===== config.mk =====
export PLATFORM = sky130hd
export DESIGN_NAME = morse_key_timing_decoder
export DESIGN_NICKNAME = d
export VERILOG_FILES = /design/src/mkd_pkg.sv /design/src/mkd_fifo.sv /design/src/mkd_front.sv /design/src/mkd_back.sv /design/src/morse_key_timing_decoder.sv
export SDC_FILE = /design/constraint.sdc
export NUM_CORES = 1
export LEC_CHECK = 0
export ABC_CLOCK_PERIOD_IN_PS = 8700
export BUFFER_PORTS_ARGS = -buffer_cell sky130_fd_sc_hd__buf_2
export CAP_MARGIN = 10
export CORE_ASPECT_RATIO = 2
export CORE_MARGIN = 2
export CORE_UTILIZATION = 42
export CTS_BUF_LIST = sky130_fd_sc_hd__clkbuf_8 sky130_fd_sc_hd__clkbuf_16
export CTS_CLUSTER_SIZE = 10
export DETAILED_ROUTE_END_ITERATION = 10
export SLEW_MARGIN = 30
export SYNTH_ARGS = -nofsm -noshare
export SYNTH_HDL_FRONTEND = slang
export SYNTH_SLANG_ARGS = --single-unit

===== constraint.sdc =====
create_clock -name clk -period 8.7 [get_ports clk]
set_input_delay 0.87 -clock clk [delete_from_list [all_inputs] [get_ports clk]]
set_output_delay 0.87 -clock clk [all_outputs]
set_load 0.05 [all_outputs]

===== src/mkd_pkg.sv =====
// shared types, codes and the morse code table for the key timing decoder
package mkd_pkg;

  localparam int TICK_W = 16;
  localparam int CODE_BITS_W = 6;
  localparam int CODE_LEN_W = 3;
  localparam int CFG_ADDR_W = 2;

  localparam logic [CFG_ADDR_W-1:0] REG_DOT_MIN = 2'd0;
  localparam logic [CFG_ADDR_W-1:0] REG_DOT_MAX = 2'd1;
  localparam logic [CFG_ADDR_W-1:0] REG_DASH_MAX = 2'd2;
  localparam logic [CFG_ADDR_W-1:0] REG_SPACE_GAP = 2'd3;

  localparam logic [TICK_W-1:0] DOT_MIN_RST = 16'd1000;
  localparam logic [TICK_W-1:0] DOT_MAX_RST = 16'd15000;
  localparam logic [TICK_W-1:0] DASH_MAX_RST = 16'd65000;
  localparam logic [TICK_W-1:0] SPACE_GAP_RST = 16'd40000;

  localparam logic [1:0] EV_NONE = 2'd0;
  localparam logic [1:0] EV_SPACE = 2'd1;
  localparam logic [1:0] EV_DOT = 2'd2;
  localparam logic [1:0] EV_DASH = 2'd3;

  localparam logic [7:0] UNK = "?";

  localparam logic [7:0] CODE_TABLE [64] = '{
    "E", "T",
    "I", "A", "N", "M",
    "S", "U", "R", "W", "D", "K", "G", "O",
    "H", "V", "F", UNK, "L", UNK, "P", "J",
    "B", "X", "C", "Y", "Z", "Q", UNK, UNK,
    "5", "4", UNK, "3", UNK, UNK, UNK, "2",
    UNK, UNK, UNK, UNK, UNK, UNK, UNK, "1",
    "6", UNK, UNK, UNK, UNK, UNK, UNK, UNK,
    "7", UNK, UNK, UNK, "8", UNK, "9", "0",
    UNK, UNK
  };

  typedef struct packed {
    logic [1:0] event_code;
    logic       dot_on;
    logic       dash_on;
  } mkd_sym_t;

  typedef struct packed {
    logic       valid;
    logic [6:0] code;
    logic [1:0] event_code;
    logic       dot_on;
    logic       dash_on;
  } mkd_char_t;

  function automatic logic [6:0] decode(input logic [CODE_LEN_W-1:0] len,
                                        input logic [CODE_BITS_W-1:0] bits);
    logic [6:0] base;
    logic [5:0] mask;
    logic [5:0] idx;
    logic [7:0] ch;
    base = (7'd1 << len) - 7'd2;
    mask = base[5:0] + 6'd1;
    idx = base[5:0] + (bits & mask);
    ch = CODE_TABLE[idx];
    if (len == 3'd0 || len > 3'd5) begin
      decode = UNK[6:0];
    end else begin
      decode = ch[6:0];
    end
  endfunction

endpackage


===== src/mkd_fifo.sv =====
// small flop based queue with registered entries
module mkd_fifo #(
  parameter int WIDTH = 4,
  parameter int DEPTH = 2
) (
  input  logic             clk,
  input  logic             rst,
  input  logic             wr_en,
  input  logic [WIDTH-1:0] wr_data,
  input  logic             rd_en,
  output logic [WIDTH-1:0] rd_data,
  output logic             full,
  output logic             empty
);
  localparam int PTR_W = (DEPTH > 1) ? $clog2(DEPTH) : 1;
  localparam int CNT_W = $clog2(DEPTH + 1);
  localparam logic [PTR_W-1:0] LAST = PTR_W'(DEPTH - 1);
  localparam logic [CNT_W-1:0] FULL_CNT = CNT_W'(DEPTH);

  logic [WIDTH-1:0] mem [DEPTH];
  logic [PTR_W-1:0] wr_ptr;
  logic [PTR_W-1:0] rd_ptr;
  logic [CNT_W-1:0] count;
  logic             do_wr;
  logic             do_rd;

  assign full = (count == FULL_CNT);
  assign empty = (count == '0);
  assign do_wr = wr_en && !full;
  assign do_rd = rd_en && !empty;
  assign rd_data = mem[rd_ptr];

  always_ff @(posedge clk) begin
    if (do_wr) begin
      mem[wr_ptr] <= wr_data;
    end
  end

  always_ff @(posedge clk) begin
    if (rst) begin
      wr_ptr <= '0;
      rd_ptr <= '0;
      count <= '0;
    end else begin
      if (do_wr) begin
        wr_ptr <= (wr_ptr == LAST) ? '0 : wr_ptr + 1'b1;
      end
      if (do_rd) begin
        rd_ptr <= (rd_ptr == LAST) ? '0 : rd_ptr + 1'b1;
      end
      if (do_wr && !do_rd) begin
        count <= count + 1'b1;
      end else if (do_rd && !do_wr) begin
        count <= count - 1'b1;
      end
    end
  end

endmodule


===== src/mkd_front.sv =====
// front end: key edge timing, thresholds, dot/dash/space classification and lamps
module mkd_front (
  input  logic                           clk,
  input  logic                           rst,
  input  logic                           accept,
  input  logic                           key_level,
  input  logic                           cfg_wr_en,
  input  logic [mkd_pkg::CFG_ADDR_W-1:0] cfg_addr,
  input  logic [mkd_pkg::TICK_W-1:0]     cfg_wdata,
  output mkd_pkg::mkd_sym_t              sym
);
  import mkd_pkg::*;

  logic [TICK_W-1:0] dot_min, dot_max, dash_max, space_gap;
  logic [TICK_W-1:0] tick_count, tick_count_next;
  logic [TICK_W-1:0] press_length, press_length_next;
  logic last_level, last_level_next;
  logic press_pending, press_pending_next;
  logic key_released, key_released_next;
  logic space_reported, space_reported_next;
  logic count_overflowed, count_overflowed_next;
  logic press_overflowed, press_overflowed_next;
  logic dot_lamp_reg, dot_lamp_reg_next;
  logic dash_lamp_reg, dash_lamp_reg_next;
  logic [1:0] event_code;

  always_comb begin
    tick_count_next = tick_count;
    press_length_next = press_length;
    last_level_next = last_level;
    press_pending_next = press_pending;
    key_released_next = key_released;
    space_reported_next = space_reported;
    count_overflowed_next = count_overflowed;
    press_overflowed_next = press_overflowed;
    dot_lamp_reg_next = dot_lamp_reg;
    dash_lamp_reg_next = dash_lamp_reg;
    event_code = EV_NONE;

    if (key_level != last_level) begin
      if (key_level) begin
        press_pending_next = 1'b1;
        key_released_next = 1'b0;
        press_length_next = '0;
        press_overflowed_next = 1'b0;
        dot_lamp_reg_next = 1'b0;
        dash_lamp_reg_next = 1'b0;
      end else begin
        key_released_next = 1'b1;
        press_length_next = tick_count;
        press_overflowed_next = count_overflowed;
      end
      tick_count_next = '0;
      count_overflowed_next = 1'b0;
      last_level_next = key_level;
    end else begin
      tick_count_next = tick_count + 1'b1;
      if (tick_count == '1) begin
        count_overflowed_next = 1'b1;
      end
    end

    if (tick_count_next >= space_gap && !count_overflowed_next && key_released_next &&
        !space_reported_next) begin
      space_reported_next = 1'b1;
      dot_lamp_reg_next = 1'b0;
      dash_lamp_reg_next = 1'b0;
      event_code = EV_SPACE;
    end else if (!count_overflowed_next && press_pending_next) begin
      if (press_overflowed_next) begin
        press_pending_next = 1'b0;
      end else if (dot_min <= press_length_next && press_length_next <= dot_max) begin
        event_code = EV_DOT;
      end else if (dot_max < press_length_next && press_length_next <= dash_max) begin
        event_code = EV_DASH;
      end
      if (event_code == EV_DOT || event_code == EV_DASH) begin
        press_pending_next = 1'b0;
        space_reported_next = 1'b0;
        dot_lamp_reg_next = (event_code == EV_DOT);
        dash_lamp_reg_next = (event_code == EV_DASH);
      end
    end

    sym.event_code = event_code;
    sym.dot_on = dot_lamp_reg_next;
    sym.dash_on = dash_lamp_reg_next;
  end

  always_ff @(posedge clk) begin
    if (rst) begin
      dot_min <= DOT_MIN_RST;
      dot_max <= DOT_MAX_RST;
      dash_max <= DASH_MAX_RST;
      space_gap <= SPACE_GAP_RST;
    end else if (cfg_wr_en) begin
      case (cfg_addr)
        REG_DOT_MIN:   dot_min <= cfg_wdata;
        REG_DOT_MAX:   dot_max <= cfg_wdata;
        REG_DASH_MAX:  dash_max <= cfg_wdata;
        REG_SPACE_GAP: space_gap <= cfg_wdata;
        default: begin
        end
      endcase
    end
  end

  always_ff @(posedge clk) begin
    if (rst) begin
      tick_count <= '0;
      press_length <= '0;
      last_level <= 1'b0;
      press_pending <= 1'b0;
      key_released <= 1'b1;
      space_reported <= 1'b0;
      count_overflowed <= 1'b0;
      press_overflowed <= 1'b0;
      dot_lamp_reg <= 1'b0;
      dash_lamp_reg <= 1'b0;
    end else if (accept) begin
      tick_count <= tick_count_next;
      press_length <= press_length_next;
      last_level <= last_level_next;
      press_pending <= press_pending_next;
      key_released <= key_released_next;
      space_reported <= space_reported_next;
      count_overflowed <= count_overflowed_next;
      press_overflowed <= press_overflowed_next;
      dot_lamp_reg <= dot_lamp_reg_next;
      dash_lamp_reg <= dash_lamp_reg_next;
    end
  end

endmodule


===== src/mkd_back.sv =====
// back end: symbol assembly and character lookup
module mkd_back #(
  parameter int MAX_SYMBOLS = 5
) (
  input  logic               clk,
  input  logic               rst,
  input  logic               fire,
  input  mkd_pkg::mkd_sym_t  sym,
  output mkd_pkg::mkd_char_t result
);
  import mkd_pkg::*;

  localparam int CNT_W = $clog2(MAX_SYMBOLS + 1);
  localparam logic [CNT_W-1:0] MAX_CNT = CNT_W'(MAX_SYMBOLS);

  logic [CNT_W-1:0]       symbol_count, symbol_count_next;
  logic [MAX_SYMBOLS-1:0] symbol_bits, symbol_bits_next;
  logic                   emit;
  logic [CNT_W-1:0]       look_len;
  logic [MAX_SYMBOLS-1:0] look_bits;
  logic [6:0]             ch;

  always_comb begin
    symbol_count_next = symbol_count;
    symbol_bits_next = symbol_bits;
    emit = 1'b0;
    look_len = symbol_count;
    look_bits = symbol_bits;
    case (sym.event_code)
      EV_SPACE: begin
        if (symbol_count != '0) begin
          emit = 1'b1;
          symbol_count_next = '0;
          symbol_bits_next = '0;
        end
      end
      EV_DOT, EV_DASH: begin
        look_len = symbol_count + 1'b1;
        look_bits = MAX_SYMBOLS'({symbol_bits, (sym.event_code == EV_DASH)});
        symbol_count_next = look_len;
        symbol_bits_next = look_bits;
        if (look_len >= MAX_CNT) begin
          emit = 1'b1;
          symbol_count_next = '0;
          symbol_bits_next = '0;
        end
      end
      default: begin
      end
    endcase
    ch = decode(CODE_LEN_W'(look_len), CODE_BITS_W'(look_bits));
    result.valid = emit;
    result.code = emit ? ch : 7'd0;
    result.event_code = sym.event_code;
    result.dot_on = sym.dot_on;
    result.dash_on = sym.dash_on;
  end

  always_ff @(posedge clk) begin
    if (rst) begin
      symbol_count <= '0;
      symbol_bits <= '0;
    end else if (fire) begin
      symbol_count <= symbol_count_next;
      symbol_bits <= symbol_bits_next;
    end
  end

endmodule


===== src/morse_key_timing_decoder.sv =====
// Morse key timing decoder: takes one sampled key level per timer tick and gives one
// result item per tick (character, symbol event and lamp levels). One item is taken
// every clock cycle while full is low; a result waits in the middle queue before the
// symbol assembler writes it to the output queue. The front end's tick counter and
// classifier carry state between ticks and set the one item per cycle rate; a short
// queue decouples it from the assembler, whose output queue absorbs result stalls.
module morse_key_timing_decoder #(
  parameter int MAX_SYMBOLS = 5,
  parameter int QUEUE_DEPTH = 2
) (
  input  logic                           clk,
  input  logic                           rst,
  input  logic                           push,
  output logic                           full,
  input  logic                           key_level,
  input  logic                           pop,
  output logic                           empty,
  output logic                           char_valid,
  output logic [6:0]                     char_code,
  output logic [1:0]                     symbol_event,
  output logic                           dot_lamp,
  output logic                           dash_lamp,
  input  logic                           cfg_wr_en,
  input  logic [mkd_pkg::CFG_ADDR_W-1:0] cfg_addr,
  input  logic [mkd_pkg::TICK_W-1:0]     cfg_wdata
);
  import mkd_pkg::*;

  localparam int SYM_W = $bits(mkd_sym_t);
  localparam int CHAR_W = $bits(mkd_char_t);

  mkd_sym_t  front_sym;
  mkd_sym_t  mid_sym;
  mkd_char_t back_char;
  mkd_char_t out_char;
  logic      accept;
  logic      mid_empty;
  logic      out_full;
  logic      fire;

  assign accept = push && !full;
  assign fire = !mid_empty && !out_full;

  mkd_front u_front (
    .clk       (clk),
    .rst       (rst),
    .accept    (accept),
    .key_level (key_level),
    .cfg_wr_en (cfg_wr_en),
    .cfg_addr  (cfg_addr),
    .cfg_wdata (cfg_wdata),
    .sym       (front_sym)
  );

  mkd_fifo #(
    .WIDTH (SYM_W),
    .DEPTH (QUEUE_DEPTH)
  ) u_mid_q (
    .clk     (clk),
    .rst     (rst),
    .wr_en   (accept),
    .wr_data (front_sym),
    .rd_en   (fire),
    .rd_data (mid_sym),
    .full    (full),
    .empty   (mid_empty)
  );

  mkd_back #(
    .MAX_SYMBOLS (MAX_SYMBOLS)
  ) u_back (
    .clk    (clk),
    .rst    (rst),
    .fire   (fire),
    .sym    (mid_sym),
    .result (back_char)
  );

  mkd_fifo #(
    .WIDTH (CHAR_W),
    .DEPTH (QUEUE_DEPTH)
  ) u_out_q (
    .clk     (clk),
    .rst     (rst),
    .wr_en   (fire),
    .wr_data (back_char),
    .rd_en   (pop),
    .rd_data (out_char),
    .full    (out_full),
    .empty   (empty)
  );

  assign char_valid = out_char.valid;
  assign char_code = out_char.code;
  assign symbol_event = out_char.event_code;
  assign dot_lamp = out_char.dot_on;
  assign dash_lamp = out_char.dash_on;

endmodule

==> results of run 1 <==
[layout make-up]
class | instances | share of cell area
multi-input cells | 773 | 0.506
flip-flops and latches | 154 | 0.343
clock buffers | 18 | 0.0453
well taps | 269 | 0.0339
inverters | 79 | 0.0298
repair buffers | 47 | 0.0264
clock inverters | 14 | 0.0160
[how the worst max path moves through the flow]
| stage | slack, ns | end | depth (start not counted) | start |
|---|---|---|---|---|
| 2_1_floorplan | 4.30 | u_out_q.mem[0][5]$_DFFE_PP_ | 17 | u_back.symbol_count[0]$_SDFFE_PP0P_ |
| 3_3_place_gp | 3.59 | u_out_q.mem[0][5]$_DFFE_PP_ | 16 | u_back.symbol_count[0]$_SDFFE_PP0P_ |
| 3_5_place_dp | 3.50 | u_out_q.mem[0][5]$_DFFE_PP_ | 16 | u_back.symbol_count[0]$_SDFFE_PP0P_ |
| 4_1_cts | 3.49 | u_out_q.mem[1][5]$_DFFE_PP_ | 16 | u_back.symbol_count[0]$_SDFFE_PP0P_ |
| 5_1_grt | 3.00 | u_out_q.mem[1][5]$_DFFE_PP_ | 16 | u_back.symbol_count[0]$_SDFFE_PP0P_ |
| 6_report | 3.43 | u_out_q.mem[1][5]$_DFFE_PP_ | 16 | u_back.symbol_count[0]$_SDFFE_PP0P_ |
[through the flow]
| step | area, um2 | cells |
|---|---|---|
| after floorplan | 8920 | 1062 |
| after global placement | 9310 | 1322 |
| after detailed placement | 9320 | 1322 |
| after CTS | 9930 | 1354 |
| after global routing | 9940 | 1354 |
| final | 9940 | 1354 |
[power groups by stage]
stage               combinational (mW)  sequential (mW)  clock (mW)
finish                            1.29            0.891       0.772
global placement                  1.29            0.904           0
floorplan                         1.00            0.884           0
global route                      1.41            0.901       0.819
detailed placement                1.29            0.907           0
CTS                               1.30            0.891       0.790
[kinds of logic (layout without fill, tap and decap cells)]
kind of cell | Yosys count | after routing
and+or+nand+nor | 388 | 388
xor gates and xnor gates | 35 | 35
DFF | 154 | 154
muxes | 29 | 29
AOI/OAI and AO/OA | 237 | 237
adders and majority gates | 83 | 83
other | 1 | 1
buffers and inverters | 135 | 158
[metal layers]
layer / GRT usage / vias to the layer above
li1: - / 3721
met1: 0.193 / 3464
met2: 0.436 / 138
met3: 0.0377 / 63
met4: 0.101 / 0
met5: 0 / -
[critical path: cells and delay by family (launching register included)]
| kind | cells | cell delay, ns |
|---|---|---|
| adder cells (fa/ha/maj) | 3 | 1.10 |
| XOR/XNOR | 4 | 1.10 |
| AO/OA/AOI/OAI | 5 | 1.20 |
| AND/OR/NAND/NOR | 4 | 1.03 |
| flip-flops | 1 | 0.57 |
[cell usage in the layout, fill, tap and decap left out, types with 11 or more instances in the layout]
| master | instances |
|---|---|
| sky130_fd_sc_hd__mux2_2 | 14 |
| sky130_fd_sc_hd__a21oi_1 | 99 |
| sky130_fd_sc_hd__nor2b_1 | 11 |
| sky130_fd_sc_hd__edfxtp_1 | 32 |
| sky130_fd_sc_hd__a211o_1 | 14 |
| sky130_fd_sc_hd__inv_1 | 79 |
| sky130_fd_sc_hd__buf_2 | 36 |
| sky130_fd_sc_hd__nand2_1 | 170 |
| sky130_fd_sc_hd__dfxtp_1 | 122 |
| sky130_fd_sc_hd__nor2_1 | 92 |
| sky130_fd_sc_hd__nand3b_1 | 21 |
| sky130_fd_sc_hd__xor2_1 | 21 |
| sky130_fd_sc_hd__o21ai_0 | 15 |
| sky130_fd_sc_hd__a21o_1 | 20 |
| sky130_fd_sc_hd__clkbuf_16 | 18 |
| sky130_fd_sc_hd__nand3_1 | 24 |
| sky130_fd_sc_hd__nor3_1 | 12 |
| sky130_fd_sc_hd__xnor2_1 | 12 |
| sky130_fd_sc_hd__ha_1 | 82 |
| sky130_fd_sc_hd__buf_4 | 11 |
| sky130_fd_sc_hd__mux2i_1 | 13 |
| sky130_fd_sc_hd__a22oi_1 | 34 |
| sky130_fd_sc_hd__nand4_1 | 19 |
==> impl_summary.log, run 1 <==
INFO  metric outcome = complete, no violations
INFO  metric layout.core_utilization = 0.475
INFO  metric comb_power_share = 0.437
INFO  metric flip_flop_count_of_the_largest_register_after_layout = 24
INFO  metric slew_viol_final = 0
INFO  metric clock_tree.htree_level_count = 4
INFO  metric total_detailed_routing_wirelength = 23000 um
INFO  metric power_frac_seq = 0.302
INFO  metric std_cell_rows = 75
INFO  metric clock_tree.buffer_depth = 2
INFO  metric power_frac_clock = 0.261
INFO  metric die_span_x = approximately 110 um
INFO  metric final_antenna_net_count = 0
INFO  metric leakage = 4.29 nW
INFO  metric synth_sequential_area_ratio = 0.381
INFO  metric min_path_cells = 2
INFO  metric cts_setup_buffers = 0
INFO  metric final_layout_size_suffix_gt1_frac = 0.0977
INFO  metric layout.nets = 1179
INFO  metric cts.root.buffer_cell = sky130_fd_sc_hd__clkbuf_16
INFO  metric coreArea = 20900 um2
INFO  metric setup_total_negative_slack = 0 ns
INFO  metric tritoncts = done
INFO  metric power = 2.95 mW
INFO  metric area.growth.synth_to_final = 11.3%
INFO  metric sum_of_met3_wire_segment_lengths_after_detailed_routing = 554 um
INFO  metric number_of_global_route_vias_before_repair = 7443
INFO  metric post_synth.cell_area_avg = ~8.4 um2
INFO  metric synth.cells.most_frequent = 170 x sky130_fd_sc_hd__nand2_1, 122 x sky130_fd_sc_hd__dfxtp_1, 99 x sky130_fd_sc_hd__a21oi_1, 94 x sky130_fd_sc_hd__nor2_1, 82 x sky130_fd_sc_hd__ha_1
INFO  metric numPortBuffers = 37
INFO  metric yosys_warnings = 0
INFO  metric critPathSlowestCell = sky130_fd_sc_hd__dfxtp_1
INFO  metric worst_supply_voltage_drop_on_vdd = 0.000173 V
INFO  metric p_switching = approximately 1.2 mW
INFO  metric grt-ovfl-total = 0
INFO  metric top_signal_layer_used = met4
INFO  metric synthSimpleGateAreaFrac = 0.198
INFO  metric netlist_top_cells_area = sky130_fd_sc_hd__dfxtp_1 27%, sky130_fd_sc_hd__ha_1 11%, sky130_fd_sc_hd__edfxtp_1 11%
INFO  metric synth-async-reset-ratio = 0
INFO  metric fin_ws = roughly 3.4 ns
INFO  metric fin_crit_sh = 0.606
INFO  metric synth_fa_ha_area_frac = 0.117
INFO  metric r2r_setup_slack = around 3.4 ns
INFO  metric synth_top_cell_by_area = sky130_fd_sc_hd__dfxtp_1
INFO  metric holdBufCountCts = 0
INFO  metric synth_top_family_by_area = simple AND/OR/NAND/NOR gates
INFO  metric vias = between 7000 and 8000
INFO  metric hold_class = flop to flop
INFO  metric ys_seq_elements = 154
INFO  metric worst_hold_slack = 0.455 ns
INFO  metric synth_enable_flop_cells = 32
INFO  metric crit_path_frequent_cell = sky130_fd_sc_hd__xor2_1
INFO  metric postSynthNetCount = 1169
INFO  metric antenna_cells = 0
INFO  metric synthXorXnorAreaFrac = 0.0360
INFO  metric dpl.hpwl = approximately 17000 um
INFO  metric die-area = 22500 um2
INFO  metric antenna_found_initial = 0
INFO  metric worstSetupPathType = flop to flop
INFO  metric grt_first_pass_wirelength = 37200 um
INFO  metric initial_core_util = 0.426
INFO  metric maximum_number_of_pins_on_one_net_before_global_route_repair = 69
INFO  metric residual_drc_count = 0
INFO  metric skew = 0.0131 ns
INFO  metric timing.critical_path.required = 8.87 ns
INFO  metric crit-reg2reg-launch = u_back.symbol_count[0]$_SDFFE_PP0P_
INFO  metric pre_cts_slack = 3.50 ns
INFO  metric synth.mux.area_fraction = 0.0365
INFO  metric critical_path.reg2reg.endpoint = u_out_q.mem[1][5]$_DFFE_PP_
INFO  metric upper_clock_frequency_limit = 190 MHz
INFO  metric critPathArrivalTime = 5.44 ns
INFO  metric detail_route.first_pass.iterations = 5
INFO  metric cp_max_fo = 12
INFO  metric register_to_register_path_depth = 16
INFO  metric yosys.area.top_type_share = 0.274
INFO  metric synth_most_common_cell = sky130_fd_sc_hd__nand2_1
INFO  metric hold_viol_final = 0
INFO  metric length_of_routed_wiring_on_met1 = 8030 um
INFO  metric final_period_minus_worst_setup_slack = 5.27 ns
INFO  metric cts_clk_pin_slew_worst_paths = 0.06 ns
INFO  metric cts_repair_resize_count = 0
INFO  metric detail_route.wl_per_cell = 17.0 um
INFO  metric sequential_cell_area = 3400 um2
INFO  metric netSwitchingFraction = 0.414
INFO  metric first_iter_violations = between 300 and 400
INFO  metric worst_hold_path.endpoint = u_front.space_gap[4]$_SDFFE_PP0P_
INFO  metric synthDistinctLibCells = 65
INFO  metric max_slew.worst_pin.slew = 0.915 ns
INFO  metric p_per_area = about 300 nW/um2
INFO  metric boundaryPins = 38
INFO  metric timing.critical_path.from_type = flop
INFO  metric syn-instance-count = roughly 1100
INFO  metric holdCritStartpoint = u_front.space_gap[4]$_SDFFE_PP0P_
INFO  metric globalRouteTotalUtil = 0.214
INFO  metric slew_headroom = 0.388
INFO  metric synth-compound-area-share = 0.173
INFO  metric place.gp.congestion = a little under 0.9
INFO  metric met2WireLength = 13600 um
INFO  metric unrepaired_setup_endpoints_after_global_routing = false
INFO  metric yosys_most_used_dff = sky130_fd_sc_hd__dfxtp_1
INFO  metric cp_cell_sequence = ha_1 -> xor2_1 -> nor2_1 -> a22oi_1 -> ha_1 -> xor2_1 -> nand3_1 -> xor2_1 -> nor3_1 -> ha_1 -> a21o_1 -> a31o_2 -> xor2_1 -> nor2b_1 -> a21boi_1 -> a211oi_1
INFO  metric cp_slowest_stage_delay = 0.57 ns
INFO  metric drv_cap = 0
INFO  metric die_y = between 200 and 250 um
INFO  metric worst_setup_path_end_kind = flop
INFO  metric power_report.internal_total = 1.73 mW
INFO  metric synth.cell_area = 8920 um2
INFO  metric n_fill_cell = 2082
INFO  metric clkLatencyLatePin = 0.45 ns
INFO  metric tritoncts.num_buffers = 17
INFO  metric vias_per_cell = 5.45
INFO  metric registers.top_by_ff_count = u_out_q.mem
INFO  metric final-setup-viol-count = 0
INFO  metric cts_sinks = 154
INFO  metric area_of_combinational_cells_with_multiple_inputs = 5030 um2
No activity file was read; power rests on OpenSTA's default activity.
==> inputs of run 2 (changes only) <==
--- a/config.mk
+++ b/config.mk
@@ -5,7 +5,7 @@
 export SDC_FILE = /design/constraint.sdc
 export NUM_CORES = 1
 export LEC_CHECK = 0
-export ABC_CLOCK_PERIOD_IN_PS = 8700
+export ABC_CLOCK_PERIOD_IN_PS = 5500
 export BUFFER_PORTS_ARGS = -buffer_cell sky130_fd_sc_hd__buf_2
 export CAP_MARGIN = 10
 export CORE_ASPECT_RATIO = 2
==> constraint.sdc (replaced) <==
create_clock -name clk -period 5.5 [get_ports clk]
set_input_delay 0.55 -clock clk [delete_from_list [all_inputs] [get_ports clk]]
set_output_delay 0.55 -clock clk [all_outputs]
set_load 0.05 [all_outputs]
==> run 2 against run 1 <==
  * Global-route usage down 0.84 points
  * Clock skew down 0.0055 ns
  * Sequential power up 58%
  * Critical endpoint is now u_out_q.mem[0][7]$_DFFE_PP_
  * Largest cell class unchanged
  * Largest power group unchanged
==> impl_summary.log, run 2 (synthesis results as in run 1) <==
INFO  metric outcome = complete, no violations
INFO  metric sum_of_met3_wire_segment_lengths_after_detailed_routing = 450 um (-19%)
INFO  metric holdBufCountCts = 0 (unchanged)
INFO  metric layout.cells.most_common_list = 170 x sky130_fd_sc_hd__nand2_1, 122 x sky130_fd_sc_hd__dfxtp_1, 99 x sky130_fd_sc_hd__a21oi_1
INFO  metric leakage = 4.32 nW (+0.76%)
INFO  metric flip_flop_count_of_the_largest_register_after_layout = 24 (unchanged)
INFO  metric coreArea = 20900 um2 (unchanged)
INFO  metric max_slew.worst_pin.slew = 0.900 ns (-0.0147 ns)
INFO  metric worst_setup_path_end_kind = flop
INFO  metric grt_first_pass_wirelength = 35900 um (-3.4%)
INFO  metric top_signal_layer_used = met4
INFO  metric initial_core_util = 0.426 (unchanged)
INFO  metric n_fill_cell = 2107 (+1.2%)
INFO  metric crit_path_frequent_cell = sky130_fd_sc_hd__ha_1
INFO  metric cts_repair_resize_count = 0 (unchanged)
INFO  metric dpl.hpwl = 17100 um (-1.8%)
INFO  metric critical_path.reg2reg.endpoint = u_out_q.mem[0][7]$_DFFE_PP_
INFO  metric residual_drc_count = 0 (unchanged)
INFO  metric globalRouteTotalUtil = 0.205 (-0.00838)
INFO  metric die-area = 22500 um2 (unchanged)
INFO  metric length_of_routed_wiring_on_met1 = 7750 um (-3.4%)
INFO  metric cts_sinks = 154 (unchanged)
INFO  metric worst_supply_voltage_drop_on_vdd = 0.000267 V (+54%)
INFO  metric timing.critical_path.from_type = flop
INFO  metric boundaryPins = 38 (unchanged)
INFO  metric worstSetupPathType = flop to flop
INFO  metric cts_setup_buffers = 0 (unchanged)
INFO  metric mostFrequentLayoutCell = sky130_fd_sc_hd__nand2_1
INFO  metric tritoncts.num_buffers = 17 (unchanged)
INFO  metric area.growth.synth_to_final = 11.6%
INFO  metric critical-path-top-delay-family = compound AO/OA/AOI/OAI gates
INFO  metric drv_cap = 0 (unchanged)
INFO  metric slew_headroom = 0.400 (+0.0119)
INFO  metric p_per_area = 466 nW/um2 (+57%)
INFO  metric worst_hold_slack = 0.363 ns (-0.0912 ns)
INFO  metric clock_tree.buffer_depth = 2 (unchanged)
INFO  metric slew_viol_final = 0 (unchanged)
INFO  metric r2r_setup_slack = 0.73 ns (-2.70 ns)
INFO  metric worst_hold_path.endpoint = u_front.dot_max[7]$_SDFFE_PP1P_
INFO  metric final_layout_size_suffix_gt1_frac = 0.0982 (+0.000469)
INFO  metric skew = 0.00753 ns (-0.00552 ns)
INFO  metric maximum_number_of_pins_on_one_net_before_global_route_repair = 77 (+12%)
INFO  metric antenna_found_initial = 0 (unchanged)
INFO  metric clkLatencyLatePin = 0.44 ns (about the same)
INFO  metric setup_total_negative_slack = 0 ns (unchanged)
INFO  metric place.gp.congestion = 0.969 (+8.9%)
INFO  metric number_of_global_route_vias_before_repair = 7366 (-1.0%)
INFO  metric cts_clk_pin_slew_worst_paths = 0.06 ns (about the same)
INFO  metric die_span_x = 107 um (unchanged)
INFO  metric min_path_cells = 2 (unchanged)
INFO  metric antenna_cells = 0 (unchanged)
INFO  metric hold_class = primary input to flop
INFO  metric cp_cell_sequence = ha_1 -> xor2_1 -> buf_4 -> nor2_1 -> a22oi_1 -> ha_1 -> a21boi_0 -> fa_1 -> nand3_1 -> mux2i_1 -> a221o_1 -> a21oi_4 -> xnor2_2 -> nor3_1 -> a211o_1 -> a211oi_1
INFO  metric cp_max_fo = 14 (+2)
INFO  metric detail_route.wl_per_cell = 16.3 um (-3.9%)
INFO  metric upper_clock_frequency_limit = 209 MHz (+10%)
INFO  metric std_cell_rows = 75 (unchanged)
INFO  metric critPathSlowestCell = sky130_fd_sc_hd__xnor2_2
INFO  metric met2WireLength = 13100 um (-3.3%)
INFO  metric registers.top_by_ff_count = u_out_q.mem
INFO  metric register_to_register_path_depth = 16 (unchanged)
INFO  metric unrepaired_setup_endpoints_after_global_routing = false
INFO  metric crit-reg2reg-launch = u_back.symbol_count[0]$_SDFFE_PP0P_
INFO  metric final_period_minus_worst_setup_slack = 4.77 ns (-0.495 ns)
INFO  metric final_antenna_net_count = 0 (unchanged)
INFO  metric cp_slowest_stage_delay = 0.58 ns (about the same)
INFO  metric hold_viol_final = 0 (unchanged)
INFO  metric vias = 7375 (-0.15%)
INFO  metric critPathArrivalTime = 5.00 ns (-0.44 ns)
INFO  metric layout.nets = 1184 (+0.42%)
INFO  metric holdCritStartpoint = cfg_wdata[7]
INFO  metric first_iter_violations = 314 (-17%)
INFO  metric timing.critical_path.required = 5.72 ns (-3.15 ns)
INFO  metric fin_crit_sh = 0.868 (+0.262)
INFO  metric tritoncts = done
INFO  metric detail_route.first_pass.iterations = 5 (unchanged)
INFO  metric total_detailed_routing_wirelength = 22200 um (-3.6%)
INFO  metric layout.core_utilization = 0.476 (+0.00114)
INFO  metric final-setup-viol-count = 0 (unchanged)
INFO  metric post-route-cell-area = 9960 um2 (+0.24%)
INFO  metric grt-ovfl-total = 0 (unchanged)
INFO  metric startpoint = u_back.symbol_count[0]$_SDFFE_PP0P_
INFO  metric path_buf_inv = 1 (+1)
INFO  metric vias_per_cell = 5.43 (-0.52%)
INFO  metric clock_tree.htree_level_count = 4 (unchanged)
INFO  metric die_y = 210 um (unchanged)
INFO  metric numPortBuffers = 37 (unchanged)
INFO  metric dpl_cell_area = 9350 um2 (+0.32%)
INFO  metric cts.root.buffer_cell = sky130_fd_sc_hd__clkbuf_16
run 2: cell types whose count changed in the layout (fill, tap and decap cells not counted), sizes merged:
cell / before / now
clkinv: 5 / 6
inv: 84 / 82
buf: 47 / 51
clkbuf: 18 / 21
clkinvlp: 2 / 1
run 2: metrics by stage:
stage	instances	setup slack, ns	total power, mW
6_report	1359	0.726	4.64
3_3_place_gp	1326	0.883	3.45
2_1_floorplan	1062	1.10	2.98
3_5_place_dp	1326	0.757	3.47
4_1_cts	1358	0.761	4.67
5_1_grt	1359	0.256	4.91
run 2: cell type report:
cell class              count  area (um2)  area share
well taps                 269         337      0.0338
multi-input cells         773        5020       0.504
flip-flops and latches    154        3400       0.342
clock buffers              20         478      0.0480
inverters                  79         297      0.0298
repair buffers             52         300      0.0302
clock inverters            12         124      0.0124
run 2: worst max-delay path by stage:
stage                     slack (ns)                          end  cells after the start
after floorplan                 1.10  u_out_q.mem[0][5]$_DFFE_PP_                     17
after global placement          0.88  u_out_q.mem[0][5]$_DFFE_PP_                     16
after detailed placement        0.76  u_out_q.mem[1][5]$_DFFE_PP_                     15
after CTS                       0.76  u_out_q.mem[1][5]$_DFFE_PP_                     15
after global routing            0.26  u_out_q.mem[0][4]$_DFFE_PP_                     16
final                           0.73  u_out_q.mem[0][7]$_DFFE_PP_                     16
run 2: worst register-to-register path: stages (launching register included):
cell                       delay (ns)
sky130_fd_sc_hd__dfxtp_1         0.55
sky130_fd_sc_hd__ha_1            0.36
sky130_fd_sc_hd__xor2_1          0.10
sky130_fd_sc_hd__buf_4           0.19
sky130_fd_sc_hd__nor2_1          0.22
sky130_fd_sc_hd__a22oi_1         0.21
sky130_fd_sc_hd__ha_1            0.34
sky130_fd_sc_hd__a21boi_0        0.36
sky130_fd_sc_hd__fa_1            0.37
sky130_fd_sc_hd__nand3_1         0.10
sky130_fd_sc_hd__mux2i_1         0.15
sky130_fd_sc_hd__a221o_1         0.18
sky130_fd_sc_hd__a21oi_4         0.09
sky130_fd_sc_hd__xnor2_2         0.58
sky130_fd_sc_hd__nor3_1          0.14
sky130_fd_sc_hd__a211o_1         0.30
sky130_fd_sc_hd__a211oi_1        0.33
run 2: layer usage:
layer,vias to the layer above,track usage
li1,3722,-
met1,3492,0.182
met2,107,0.420
met3,54,0.0325
met4,0,0.110
met5,-,0
run 2: power by group:
group          leakage, nW  switching [mW]  internal, mW  total (mW)
logic                 2.72            1.32         0.725        2.05
registers             1.30          0.0786          1.33        1.41
clock network        0.305           0.472         0.714        1.19
total                 4.32            1.87          2.77        4.64
==> inputs of run 3 (changes only) <==
--- a/config.mk
+++ b/config.mk
@@ -8,12 +8,13 @@
 export ABC_CLOCK_PERIOD_IN_PS = 5500
 export BUFFER_PORTS_ARGS = -buffer_cell sky130_fd_sc_hd__buf_2
 export CAP_MARGIN = 10
-export CORE_ASPECT_RATIO = 2
+export CORE_ASPECT_RATIO = 1.5
 export CORE_MARGIN = 2
 export CORE_UTILIZATION = 42
 export CTS_BUF_LIST = sky130_fd_sc_hd__clkbuf_8 sky130_fd_sc_hd__clkbuf_16
 export CTS_CLUSTER_SIZE = 10
 export DETAILED_ROUTE_END_ITERATION = 10
+export REMOVE_ABC_BUFFERS = 1
 export SLEW_MARGIN = 30
 export SYNTH_ARGS = -nofsm -noshare
 export SYNTH_HDL_FRONTEND = slang
==> run 3 against run 2 <==
  * Core utilization shrank 0.29 points
  * Non-clock buffer count shrank 3
  * Worst setup slack lost 0.043 ns
  * Via count shrank 0.95%
  * Critical path depth shrank 1
  * First-iteration DRC count grew 40%
  * Power shrank 0.47%
  * Wire length shrank 4.9%
  * Design area shrank 0.35%
==> impl_summary.log, run 3 (synthesis results as in run 1) <==
INFO  metric detail_route.first_pass.iterations = 5 (unchanged)
INFO  metric antenna_cells = 0 (unchanged)
INFO  metric layout.cells.most_common_list = 170 x sky130_fd_sc_hd__nand2_1, 122 x sky130_fd_sc_hd__dfxtp_1, 99 x sky130_fd_sc_hd__a21oi_1
INFO  metric layout.core_utilization = 0.473 (-0.00295)
INFO  metric power = 4.62 mW (-0.47%)
INFO  metric setup_total_negative_slack = 0 ns (unchanged)
INFO  metric worst_supply_voltage_drop_on_vdd = 0.000189 V (-29%)
INFO  metric clkLatencyLatePin = 0.43 ns (about the same)
INFO  metric first_iter_violations = 439 (+40%)
INFO  metric cts_sinks = 154 (unchanged)
INFO  metric slew_headroom = 0.409 (+0.00889)
INFO  metric number_of_global_route_vias_before_repair = 7194 (-2.3%)
INFO  metric cp_max_fo = 14 (unchanged)
INFO  metric final_antenna_net_count = 0 (unchanged)
INFO  metric vias = 7305 (-0.95%)
INFO  metric area.growth.synth_to_final = 11.2%
INFO  metric unrepaired_setup_endpoints_after_global_routing = false
INFO  metric final_period_minus_worst_setup_slack = 4.82 ns (+0.0426 ns)
INFO  metric std_cell_rows = 65 (-13%)
INFO  metric final-setup-viol-count = 0 (unchanged)
INFO  metric tritoncts = done
INFO  metric drv_cap = 0 (unchanged)
INFO  metric outcome = complete, no violations
INFO  metric flip_flop_count_of_the_largest_register_after_layout = 24 (unchanged)
INFO  metric upper_clock_frequency_limit = 208 MHz (-0.89%)
INFO  metric initial_core_util = 0.425 (-0.00114)
INFO  metric post-route-cell-area = 9920 um2 (-0.35%)
INFO  metric registers.top_by_ff_count = u_out_q.mem
INFO  metric residual_drc_count = 0 (unchanged)
INFO  metric detail_route.wl_per_cell = 15.6 um (-4.7%)
INFO  metric worstSetupPathType = flop to flop
INFO  metric antenna_found_initial = 0 (unchanged)
INFO  metric critPathArrivalTime = 5.02 ns (+0.02 ns)
INFO  metric cts_clk_pin_slew_worst_paths = 0.07 ns (about the same)
INFO  metric grt_first_pass_wirelength = 34800 um (-3.2%)
INFO  metric cts_setup_buffers = 0 (unchanged)
INFO  metric die_span_x = 123 um (+15%)
INFO  metric vias_per_cell = 5.39 (-0.66%)
INFO  metric hold_class = primary input to flop
INFO  metric skew = 0.0149 ns (+0.00734 ns)
INFO  metric holdBufCountCts = 0 (unchanged)
INFO  metric coreArea = 21000 um2 (+0.27%)
INFO  metric worst_hold_slack = 0.382 ns (+0.0188 ns)
INFO  metric timing.critical_path.required = 5.71 ns (about the same)
INFO  metric mostFrequentLayoutCell = sky130_fd_sc_hd__nand2_1
INFO  metric hold_viol_final = 0 (unchanged)
INFO  metric globalRouteTotalUtil = 0.194 (-0.0114)
INFO  metric clock_tree.buffer_depth = 2 (unchanged)
INFO  metric total_detailed_routing_wirelength = 21100 um (-4.9%)
INFO  metric grt-ovfl-total = 0 (unchanged)
INFO  metric dpl_cell_area = 9340 um2 (-0.15%)
INFO  metric slew_viol_final = 0 (unchanged)
INFO  metric layout.nets = 1181 (-0.25%)
INFO  metric maximum_number_of_pins_on_one_net_before_global_route_repair = 81 (+5.2%)
INFO  metric place.gp.congestion = 0.833 (-14%)
INFO  metric cts_repair_resize_count = 0 (unchanged)
INFO  metric fin_crit_sh = 0.876 (+0.00775)
INFO  metric timing.critical_path.from_type = flop
INFO  metric die-area = 22500 um2 (-0.21%)
INFO  metric p_per_area = 465 nW/um2 (-0.12%)
INFO  metric clock_tree.htree_level_count = 4 (unchanged)
INFO  metric max_slew.worst_pin.slew = 0.887 ns (-0.0133 ns)
INFO  metric worst_setup_path_end_kind = flop
INFO  metric dpl.hpwl = 15800 um (-7.6%)
INFO  metric die_y = 183 um (-13%)
INFO  metric tritoncts.num_buffers = 17 (unchanged)
INFO  metric boundaryPins = 38 (unchanged)
INFO  metric numPortBuffers = 37 (unchanged)
INFO  metric leakage = 4.30 nW (-0.61%)
INFO  metric final_layout_size_suffix_gt1_frac = 0.0975 (-0.000649)
INFO  metric cts.root.buffer_cell = sky130_fd_sc_hd__clkbuf_16
[run 3: changes by cell type in the layout (fill, tap and decap cells not counted), moves of 2 or more]
cell and delta:
sky130_fd_sc_hd__inv_6 +5, sky130_fd_sc_hd__clkbuf_8 -2, sky130_fd_sc_hd__clkinv_2 -2, sky130_fd_sc_hd__buf_4 -2
[run 3: critical path: stages (launching register included)]
cell and delay [ns]:
sky130_fd_sc_hd__dfxtp_1 0.55, sky130_fd_sc_hd__inv_1 0.19, sky130_fd_sc_hd__ha_1 0.45, sky130_fd_sc_hd__nand2b_1 0.24, sky130_fd_sc_hd__o31ai_1 0.38, sky130_fd_sc_hd__ha_1 0.30
sky130_fd_sc_hd__a21boi_0 0.16, sky130_fd_sc_hd__fa_1 0.53, sky130_fd_sc_hd__nand3_1 0.13, sky130_fd_sc_hd__mux2i_1 0.07, sky130_fd_sc_hd__a221o_1 0.30, sky130_fd_sc_hd__a21oi_4 0.21
sky130_fd_sc_hd__xnor2_2 0.30, sky130_fd_sc_hd__nor3_1 0.13, sky130_fd_sc_hd__a211o_1 0.30, sky130_fd_sc_hd__a211oi_1 0.34
[run 3: worst paths after layout]
| kind | slack [ns] | startpoint | cells past startpoint | end |
|---|---|---|---|---|
| hold reg to reg | 0.46 | u_front.dot_max[6]$_SDFFE_PP0P_ | 2 | u_front.dot_max[6]$_SDFFE_PP0P_ |
| setup reg to reg | 0.68 | u_back.symbol_count[0]$_SDFFE_PP0P_ | 15 | u_out_q.mem[0][7]$_DFFE_PP_ |
| setup / recovery | 0.68 | u_back.symbol_count[0]$_SDFFE_PP0P_ | 15 | u_out_q.mem[0][7]$_DFFE_PP_ |
| hold / removal | 0.38 | cfg_wdata[3] | 2 | u_front.dot_max[3]$_SDFFE_PP1P_ |
[run 3: layer usage]
metal  global-route usage  wire length, um  vias up
met3               0.0247              484       27
met4               0.0655              362        0
li1                     -                -     3716
met1                0.208             8440     3438
met5                    0                0        -
met2                0.378            11800      124
[run 3: per-stage QoR]
step | cells | setup WS, ns
floorplan | 1006 | 1.05
global placement | 1323 | 0.745
detailed placement | 1323 | 0.727
CTS | 1355 | 0.705
global route | 1355 | 0.284
finish | 1355 | 0.683
[run 3: power breakdown]
part / internal (mW) / switching, mW / leakage (nW) / total (mW)
clock network: 0.677 / 0.506 / 0.294 / 1.18
registers: 1.33 / 0.0786 / 1.30 / 1.41
logic: 0.716 / 1.31 / 2.71 / 2.03
[run 3: final cells by class]
class	count	area, um2
fill	2099	11100
multi-input combinational	773	5020
sequential	154	3400
clock buffer	17	425
tap	268	335
inverter	79	297
timing repair buffer	49	278
clock inverter	15	163
